<file path="src/design/ucfp_pkg.sv">
// ----------------------------------------------------------------------------
// ucfp_pkg
// Shared constants and types for the command frame parser: frame marker
// bytes, parser states and the status word passed from the frame tracker.
// ----------------------------------------------------------------------------
`default_nettype none

package ucfp_pkg;

	// frame marker bytes
	localparam logic [7:0] SYNC_BYTE = 8'h55;
	localparam logic [7:0] ID_BYTE   = 8'h02;
	localparam logic [7:0] LEN_BYTE  = 8'h03;
	localparam logic [7:0] END_BYTE  = 8'hAA;

	// speed divided by ten as (x * DIV10_MULT) >> DIV10_SHIFT, exact for 16-bit x
	localparam int unsigned DIV10_SHIFT = 19;
	localparam logic [15:0] DIV10_MULT  = 16'd52429;

	localparam int unsigned SPEED_W = 16;
	localparam int unsigned QUOT_W  = 13;

	// parser position, one-hot
	typedef enum logic [7:0] {
		ST_SYNC  = 8'b0000_0001,
		ST_ID    = 8'b0000_0010,
		ST_LEN   = 8'b0000_0100,
		ST_CMD   = 8'b0000_1000,
		ST_SPDH  = 8'b0001_0000,
		ST_SPDL  = 8'b0010_0000,
		ST_CSUM  = 8'b0100_0000,
		ST_END   = 8'b1000_0000
	} state_t;

	// status of the word currently offered to the frame tracker
	typedef struct packed {
		logic               done;     // this word completes a good frame
		logic [7:0]         command;  // command byte of the frame
		logic [SPEED_W-1:0] speed;    // raw big-endian speed field
	} frame_t;

endpackage

`default_nettype wire

</file>
<file path="src/design/ucfp_frame_fsm.sv">
// ----------------------------------------------------------------------------
// ucfp_frame_fsm
// Frame tracker: walks the eight positions of a command frame, keeps the
// running checksum and holds the command and speed bytes of the frame.
// ----------------------------------------------------------------------------
`default_nettype none

module ucfp_frame_fsm import ucfp_pkg::*; (
	input  wire logic       clk,
	input  wire logic       arst_n,
	input  wire logic       step,
	input  wire logic [7:0] rx_byte,
	output frame_t          frame
);

	state_t     state_q, state_d;
	logic [7:0] sum_q, sum_d;
	logic [7:0] command_q;
	logic [7:0] speed_hi_q;
	logic [7:0] speed_lo_q;

	// next position and checksum
	always_comb begin
		state_d = state_q;
		sum_d   = sum_q;
		case (state_q)
			ST_SYNC: begin
				sum_d   = rx_byte;
				state_d = (rx_byte == SYNC_BYTE) ? ST_ID : ST_SYNC;
			end
			ST_ID: begin
				sum_d   = rx_byte;
				state_d = (rx_byte == ID_BYTE) ? ST_LEN : ST_SYNC;
				if (rx_byte != ID_BYTE) begin
					sum_d = sum_q;
				end
			end
			ST_LEN: begin
				if (rx_byte == LEN_BYTE) begin
					sum_d   = sum_q + rx_byte;
					state_d = ST_CMD;
				end else begin
					state_d = ST_SYNC;
				end
			end
			ST_CMD: begin
				sum_d   = sum_q + rx_byte;
				state_d = ST_SPDH;
			end
			ST_SPDH: begin
				sum_d   = sum_q + rx_byte;
				state_d = ST_SPDL;
			end
			ST_SPDL: begin
				sum_d   = sum_q + rx_byte;
				state_d = ST_CSUM;
			end
			ST_CSUM: begin
				state_d = (rx_byte == sum_q) ? ST_END : ST_SYNC;
			end
			ST_END: begin
				state_d = ST_SYNC;
			end
			default: begin
				state_d = ST_SYNC;
			end
		endcase
	end

	// state and held bytes
	always_ff @(posedge clk or negedge arst_n) begin
		if (!arst_n) begin
			state_q    <= ST_SYNC;
			sum_q      <= '0;
			command_q  <= '0;
			speed_hi_q <= '0;
			speed_lo_q <= '0;
		end else if (step) begin
			state_q <= state_d;
			sum_q   <= sum_d;
			if (state_q == ST_CMD) begin
				command_q <= rx_byte;
			end
			if (state_q == ST_SPDH) begin
				speed_hi_q <= rx_byte;
			end
			if (state_q == ST_SPDL) begin
				speed_lo_q <= rx_byte;
			end
		end
	end

	// frame complete on a correct end byte
	assign frame.done    = (state_q == ST_END) && (rx_byte == END_BYTE);
	assign frame.command = command_q;
	assign frame.speed   = {speed_hi_q, speed_lo_q};

endmodule

`default_nettype wire

</file>
<file path="src/design/ucfp_div10.sv">
// ----------------------------------------------------------------------------
// ucfp_div10
// Divide a 16-bit speed by ten through a reciprocal multiply and shift.
// ----------------------------------------------------------------------------
`default_nettype none

module ucfp_div10 import ucfp_pkg::*; (
	input  wire logic [SPEED_W-1:0] speed,
	output logic [QUOT_W-1:0]       quotient
);

	logic [2*SPEED_W-1:0] product;

	// reciprocal multiply, quotient is the top bits
	assign product  = speed * DIV10_MULT;
	assign quotient = product[DIV10_SHIFT +: QUOT_W];

endmodule

`default_nettype wire

</file>
<file path="src/design/uart_command_frame_parser.sv">
// ----------------------------------------------------------------------------
// uart_command_frame_parser
// Recognizes sync/id/length/command/speed/checksum/end command frames in a
// byte stream and returns the command byte and the speed divided by ten.
// ----------------------------------------------------------------------------
//
//  channel  signals                              direction  width
//  rx       rx_valid rx_ready rx_byte            in         8
//  cmd      cmd_valid cmd_ready motor_command    out        8 + 13
//           speed_command
//
//  One byte per cycle while no held result stalls an end byte: a byte lands
//  in the input register, the frame tracker and the divide-by-ten multiply
//  work on it combinationally, and a result is in the output register at the
//  edge the end byte leaves the input register.
//  The input register refills in the same cycle it drains.
//  A held result stalls only an end byte; other bytes keep flowing.
//  arst_n clears the parser to waiting for sync and empties both registers.
//
`default_nettype none

module uart_command_frame_parser import ucfp_pkg::*; (
	input  wire logic              clk,
	input  wire logic              arst_n,
	input  wire logic              rx_valid,
	output logic                   rx_ready,
	input  wire logic [7:0]        rx_byte,
	output logic                   cmd_valid,
	input  wire logic              cmd_ready,
	output logic [7:0]             motor_command,
	output logic [QUOT_W-1:0]      speed_command
);

	logic              valid_s1;
	logic [7:0]        byte_s1;
	logic              out_valid_q;
	logic [7:0]        command_q;
	logic [QUOT_W-1:0] speed_q;
	logic              out_free;
	logic              advance;
	frame_t            frame;
	logic [QUOT_W-1:0] quotient;

	// handshake control
	assign out_free = !out_valid_q || cmd_ready;
	assign advance  = valid_s1 && (!frame.done || out_free);
	assign rx_ready = !valid_s1 || advance;

	// input register
	always_ff @(posedge clk or negedge arst_n) begin
		if (!arst_n) begin
			valid_s1 <= 1'b0;
		end else if (rx_ready) begin
			valid_s1 <= rx_valid;
		end
	end

	always_ff @(posedge clk) begin
		if (rx_ready && rx_valid) begin
			byte_s1 <= rx_byte;
		end
	end

	// frame tracking
	ucfp_frame_fsm u_fsm (
		.clk     (clk),
		.arst_n  (arst_n),
		.step    (advance),
		.rx_byte (byte_s1),
		.frame   (frame)
	);

	// speed scaling
	ucfp_div10 u_div10 (
		.speed    (frame.speed),
		.quotient (quotient)
	);

	// result register
	always_ff @(posedge clk or negedge arst_n) begin
		if (!arst_n) begin
			out_valid_q <= 1'b0;
		end else if (out_free) begin
			out_valid_q <= advance && frame.done;
		end
	end

	always_ff @(posedge clk) begin
		if (advance && frame.done) begin
			command_q <= frame.command;
			speed_q   <= quotient;
		end
	end

	assign cmd_valid     = out_valid_q;
	assign motor_command = command_q;
	assign speed_command = speed_q;

endmodule

`default_nettype wire

</file>
<file path="config.mk">
export PLATFORM = sky130hd
export DESIGN_NAME = uart_command_frame_parser
export DESIGN_NICKNAME = d
export VERILOG_FILES = /design/src/design/ucfp_pkg.sv /design/src/design/ucfp_frame_fsm.sv /design/src/design/ucfp_div10.sv /design/src/design/uart_command_frame_parser.sv
export SDC_FILE = /design/constraint.sdc
export NUM_CORES = 1
export LEC_CHECK = 0
export BUFFER_PORTS_ARGS = -buffer_cell sky130_fd_sc_hd__buf_2
export CORE_UTILIZATION = 50
export CTS_CLUSTER_SIZE = 24
export DETAILED_ROUTE_END_ITERATION = 12
export PLACE_DENSITY = 0.67
export SLEW_MARGIN = 20
export SYNTH_ARGS = -nofsm -noshare
export SYNTH_HDL_FRONTEND = slang
export SYNTH_SLANG_ARGS = --single-unit
</file>
<file path="constraint.sdc">
create_clock -name clk -period 6.1 [get_ports clk]
set_input_delay 0.305 -clock clk [delete_from_list [all_inputs] [get_ports clk]]
set_output_delay 0.305 -clock clk [all_outputs]
set_load 0.005 [all_outputs]
</file>
-- Word level (Yosys, flattened, before mapping)
Index checks and enable logic that the tools add are counted.
- word-level logic and storage cells: 52
- input bits: 12
- output and inout bits: 23
- register bits after elaboration: 71
- reduce and logical (&&, ||, !) cells: 16
- add/sub/neg operators: 1
- $mul: 1
- multiplexer cells: 8
- equality and inequality tests: 16
- operators by type and width (cell ; count):
    $pmux 8 s7 ; 1
    $mul 16x16->32 const B ; 1
    $pmux 8 s4 ; 1
    $eq 8x2->1 const B ; 3
    $mux 8 ; 3
    $eq 8x7->1 const B ; 2
    $eq 8x8->1 const B ; 2
    $add 8x8->8 ; 1
    $eq 8x1->1 const B ; 1
    $eq 8x3->1 const B ; 1
    $eq 8x4->1 const B ; 1
    $eq 8x5->1 const B ; 1
    $eq 8x6->1 const B ; 1
    $eq 8x8->1 ; 1
    $ne 8x2->1 const B ; 1
    $reduce_and 2->1 ; 3
    $logic_and 1x1->1 ; 4
    $mux 4 ; 1
    $reduce_and 4->1 ; 1
    $reduce_bool 4->1 ; 1
    $logic_not 1->1 ; 3
    $logic_or 1x1->1 ; 3
    $mux 3 ; 1
    $reduce_or 3->1 ; 1
    other kinds (3) ; 3

-- Longest topological paths before layout
- depth in word-level cells: 7
- gate-level depth with buffers: 20
- mapped depth without buffers: 20

-- Cells and area by module
A second synthesis with hierarchy kept.
- cell total of the unflattened synthesis: 716
- area, all modules: 7673.6 um^2
- by module, submodules not included (module ; seq. area each (um^2) ; cells an instance ; area an instance (um^2) ; instances):
    ucfp_div10 ; 0.0 ; 474 ; 4516.8 ; 1
    ucfp_frame_fsm ; 1002.2 ; 203 ; 2164.6 ; 1
    uart_command_frame_parser ; 920.9 ; 39 ; 992.2 ; 1

-- Worst setup path after synthesis
OpenSTA, ideal clock, no wires.
- kind: register -> register
- from: reg u_fsm.speed_hi_q[3]
- to: reg speed_q[9], in the netlist speed_command[9], data pin
- period minus slack after synthesis: 5164 ps
- stages on the path, launching flop included: 19
- path buffers: 0
- slack: 936 ps
- arrival: 4895 ps
- cell sequence: dfrtp_1 ha_1 ha_1 inv_1 fa_1 inv_1 fa_1 fa_1 inv_1 fa_1 inv_1 ha_1 nand4_1 nor2_1 a2111oi_0 nand3_1 a21oi_1 o31ai_1 xor2_1
- longest elaborated chain between the ends: 1
- ends and longest elaborated chain (what ; RTL line ; text):
    from (decl) ; ucfp_frame_fsm.sv:19 ; logic [7:0] speed_hi_q;
    from (signal assigned) ; ucfp_frame_fsm.sv:85 ; speed_hi_q <= rx_byte;
    $mul 16x16->32 ; ucfp_div10.sv:15 ; assign product = speed * DIV10_MULT;
    net quotient[9] ; uart_command_frame_parser.sv:42 ; logic [QUOT_W-1:0] quotient;
    to (signal assigned) ; uart_command_frame_parser.sv:91 ; speed_q <= quotient;
    to (decl) ; uart_command_frame_parser.sv:38 ; logic [QUOT_W-1:0] speed_q;
The timed path passes the listed nets, and every way through them passes these cells.
A chain may end at the register's enable or synchronous reset.

-- Final worst setup path
Ends and elaborated chain as after synthesis.

==> out/metrics.yaml <==
core_sq_mm: 0.0146
syn-num-nets: 945
n_antenna_cell: 0
start_util: 0.516
synth_seq_cells: 71
avgSynthCellArea_sq_um: 10.6
yosys.area.top_type_share: 0.227
power_mw: 3.59
grt_antenna_before_repair: 0
holdBufCountCts: 0
synth_cell_type_count: 52
fp.dieH_um: 125
die_x_um: 125
async_flop_share: 0.592
ir_drop_uv: 315
whs_ns: -0.0290
yosys_warnings: 0
path_class: "register to register"
fin_tns_setup_ns: 0
path_clk_slew_ns: 0.06
cts.sinks: 71
wl_per_cell_um: 17.5
wirelength_mm: 16.5
setup_ws_ns: 0.381
drt.antenna.violating_nets: 0
cp.required_ns: 6.17
worst_setup_path_start_kind: "register"
powerDensity_mw_per_mm2: 433
track_usage: 0.228
vias: 5099
routabilityCongestion: 0.926
cp_max_fo: 6
drc: 2
ios: 35
rows: 44
status: "complete, but fails checks"
seq_area_frac_synth: 0.254
max-clock-path-buffers: 2
syn-cell-area_sq_mm: 0.00756
synth_top_area_cell: "ha_1"
hold_viol_final: 41
syn_inst: 715
slew_violations: 0
dp_hpwl_mm: 13.6
nNetsFinal: 986
cp-end-kind: "register"
rsz0062_at_grt: "no"
ys.flop_type: "dfrtp_1"
post_cts_resize_count: 0
design_area_sq_mm: 0.00828
root_buffer: "clkbuf_16"
violations: "design-rule violations, negative hold slack"
grt_max_degree: 43
place_ws_ns: 0.351
grt_pass1_vias: 5347
period_share: 0.938
clkLatencyLatePin_ns: 0.33
synth.area.top_cells: "ha_1, fa_1, dfrtp_1"
hp-class: "primary input to async pin"
dieArea_sq_mm: 0.0156
area_growth_pct: 9.45
dpl-instance-area_sq_mm: 0.00796
finClkSkew_ns: 0.00606
critPathArrivalTime_ns: 5.79
cts_buffers: 9
max_freq_ghz: 0.175
p_leak_nw: 4.24
synth_edf_count: 29
htree_levels: 3
drt-vias-per-instance: 5.40
post_cts_buffers: 0
io_buffers: 34
worst_slew_pin_slew_ns: 1.06
drive_gt1_frac: 0.113
firstDrtPassIters: 8
grt_first_pass_wirelength_mm: 27.6
drtIter0Drc: 288
slew_headroom: 0.294
drv_cap: 0
grt_overflow: 0
setup_violations: 0
cts_tree: "yes"
period_needed_ns: 5.72
[synthesized netlist by cell type, types with 2 or more instances]
library cell and count:
nor2b_1 5, a21o_1 10, nor3b_2 2, mux2_2 19
o21ai_0 21, a211oi_1 2, clkbuf_1 3, fa_1 81
o21bai_1 5, o21a_1 2, ha_1 137, buf_2 3
inv_1 168, xor2_1 10, dfrtp_1 41, nand2b_1 4
o22ai_1 2, o31ai_1 5, and2_1 2, nor3_1 7
nand4b_1 3, nand2_1 46, xnor2_1 13, nor4_1 2
a31oi_1 3, nor4_2 3, edfxtp_1 29, nand4_1 3
nor2_1 24, nand3_1 6, a21oi_1 25, mux2i_1 3
or2_2 3, and3_1 4, a311oi_1 2
[critical path: stages (launching register included)]
cell and delay [ns]:
dfrtp_1 0.49, ha_1 0.36, ha_1 0.33, inv_1 0.07
fa_1 0.50, inv_1 0.06, fa_1 0.50, fa_1 0.50
inv_1 0.05, fa_1 0.52, inv_1 0.04, ha_1 0.31
nand4_1 0.13, nor2_1 0.06, a2111oi_0 0.49, buf_4 0.24
nand3_1 0.10, a21oi_1 0.38, o31ai_1 0.15, xor2_1 0.16
[where the power goes]
part / switching (mW) / leakage [nW] / total (mW) / internal, mW
clock: 0.220 / 0.143 / 0.541 / 0.321
combinational: 1.36 / 3.32 / 2.39 / 1.03
sequential: 0.0415 / 0.772 / 0.654 / 0.612
total: 1.62 / 4.24 / 3.59 / 1.97
[cell type report]
| class | count | area, sq um |
|---|---|---|
| tap | 184 | 230 |
| fill | 1285 | 6370 |
| timing repair buffer | 36 | 188 |
| multi-input combinational | 470 | 5000 |
| clock inverter | 7 | 80.1 |
| clock buffer | 9 | 225 |
| inverter | 168 | 631 |
| sequential | 71 | 1920 |
[layout by cell type (no fill, tap or decap), types with 21 or more instances in the layout]
cell type / netlist / final
nor2_1: 24 / 24
o21ai_0: 21 / 21
fa_1: 81 / 81
inv_1: 168 / 168
dfrtp_1: 41 / 41
nand2_1: 46 / 46
ha_1: 137 / 137
a21oi_1: 25 / 25
edfxtp_1: 29 / 29
buf_2: 3 / 33
[through the flow]
stage	hold slack [ns]	util	std cells
floorplan	0.00941	-	715
global placement	0.429	0.544	929
detailed placement	0.438	0.544	929
CTS	0.132	0.564	945
global route	0.0133	0.565	945
finish	-0.0290	0.565	945
[kinds of logic after synthesis]
group | Yosys count | synth area share
AOI/OAI and AO/OA | 88 | 0.0773
xor gates and xnor gates | 23 | 0.0266
adders and majority gates | 218 | 0.441
buffers and inverters | 174 | 0.0869
DFF | 71 | 0.254
muxes | 22 | 0.0323
and+or+nand+nor | 119 | 0.0816
[metal layers]
metal	global-route usage	share of wire	vias to the layer above	wire [um]
met5	0	0	-	0
met4	0.0617	0.011	0	178
met3	0.0287	0.042	12	688
met2	0.371	0.48	85	8000
met1	0.321	0.46	2573	7640
li1	-	-	2429	-
[state kept, by name (all words and copies together), names as in the netlist]
| signal | cells |
|---|---|
| motor_command | 8 |
| u_fsm.speed_lo_q | 8 |
| valid_s1 | 1 |
| speed_command | 13 |
| byte_s1 | 8 |
| cmd_valid | 1 |
| u_fsm.sum_q | 8 |
| u_fsm.speed_hi_q | 8 |
| u_fsm.command_q | 8 |
| u_fsm.state_q | 8 |
[final timing paths]
check                                                startpoint                         endpoint  slack [ns]  depth (start not counted)
worst max register to register  u_fsm.speed_hi_q[3]$_DFFE_PN0P_       speed_command[9]$_DFFE_PP_        0.38                         19
max in group asynchronous                                arst_n  u_fsm.speed_hi_q[2]$_DFFE_PN0P_        5.72                          1
worst min register to register   u_fsm.command_q[7]$_DFFE_PN0P_       motor_command[7]$_DFFE_PP_        0.45                          0
worst max-delay path            u_fsm.speed_hi_q[3]$_DFFE_PN0P_       speed_command[9]$_DFFE_PP_        0.38                         19
min in group clk                                     rx_byte[1]             byte_s1[1]$_DFFE_PP_        0.14                          1
worst min-delay path                                     arst_n     u_fsm.state_q[1]$_DFFE_PN0P_       -0.03                          1
Power figures use the tool's default switching activity.
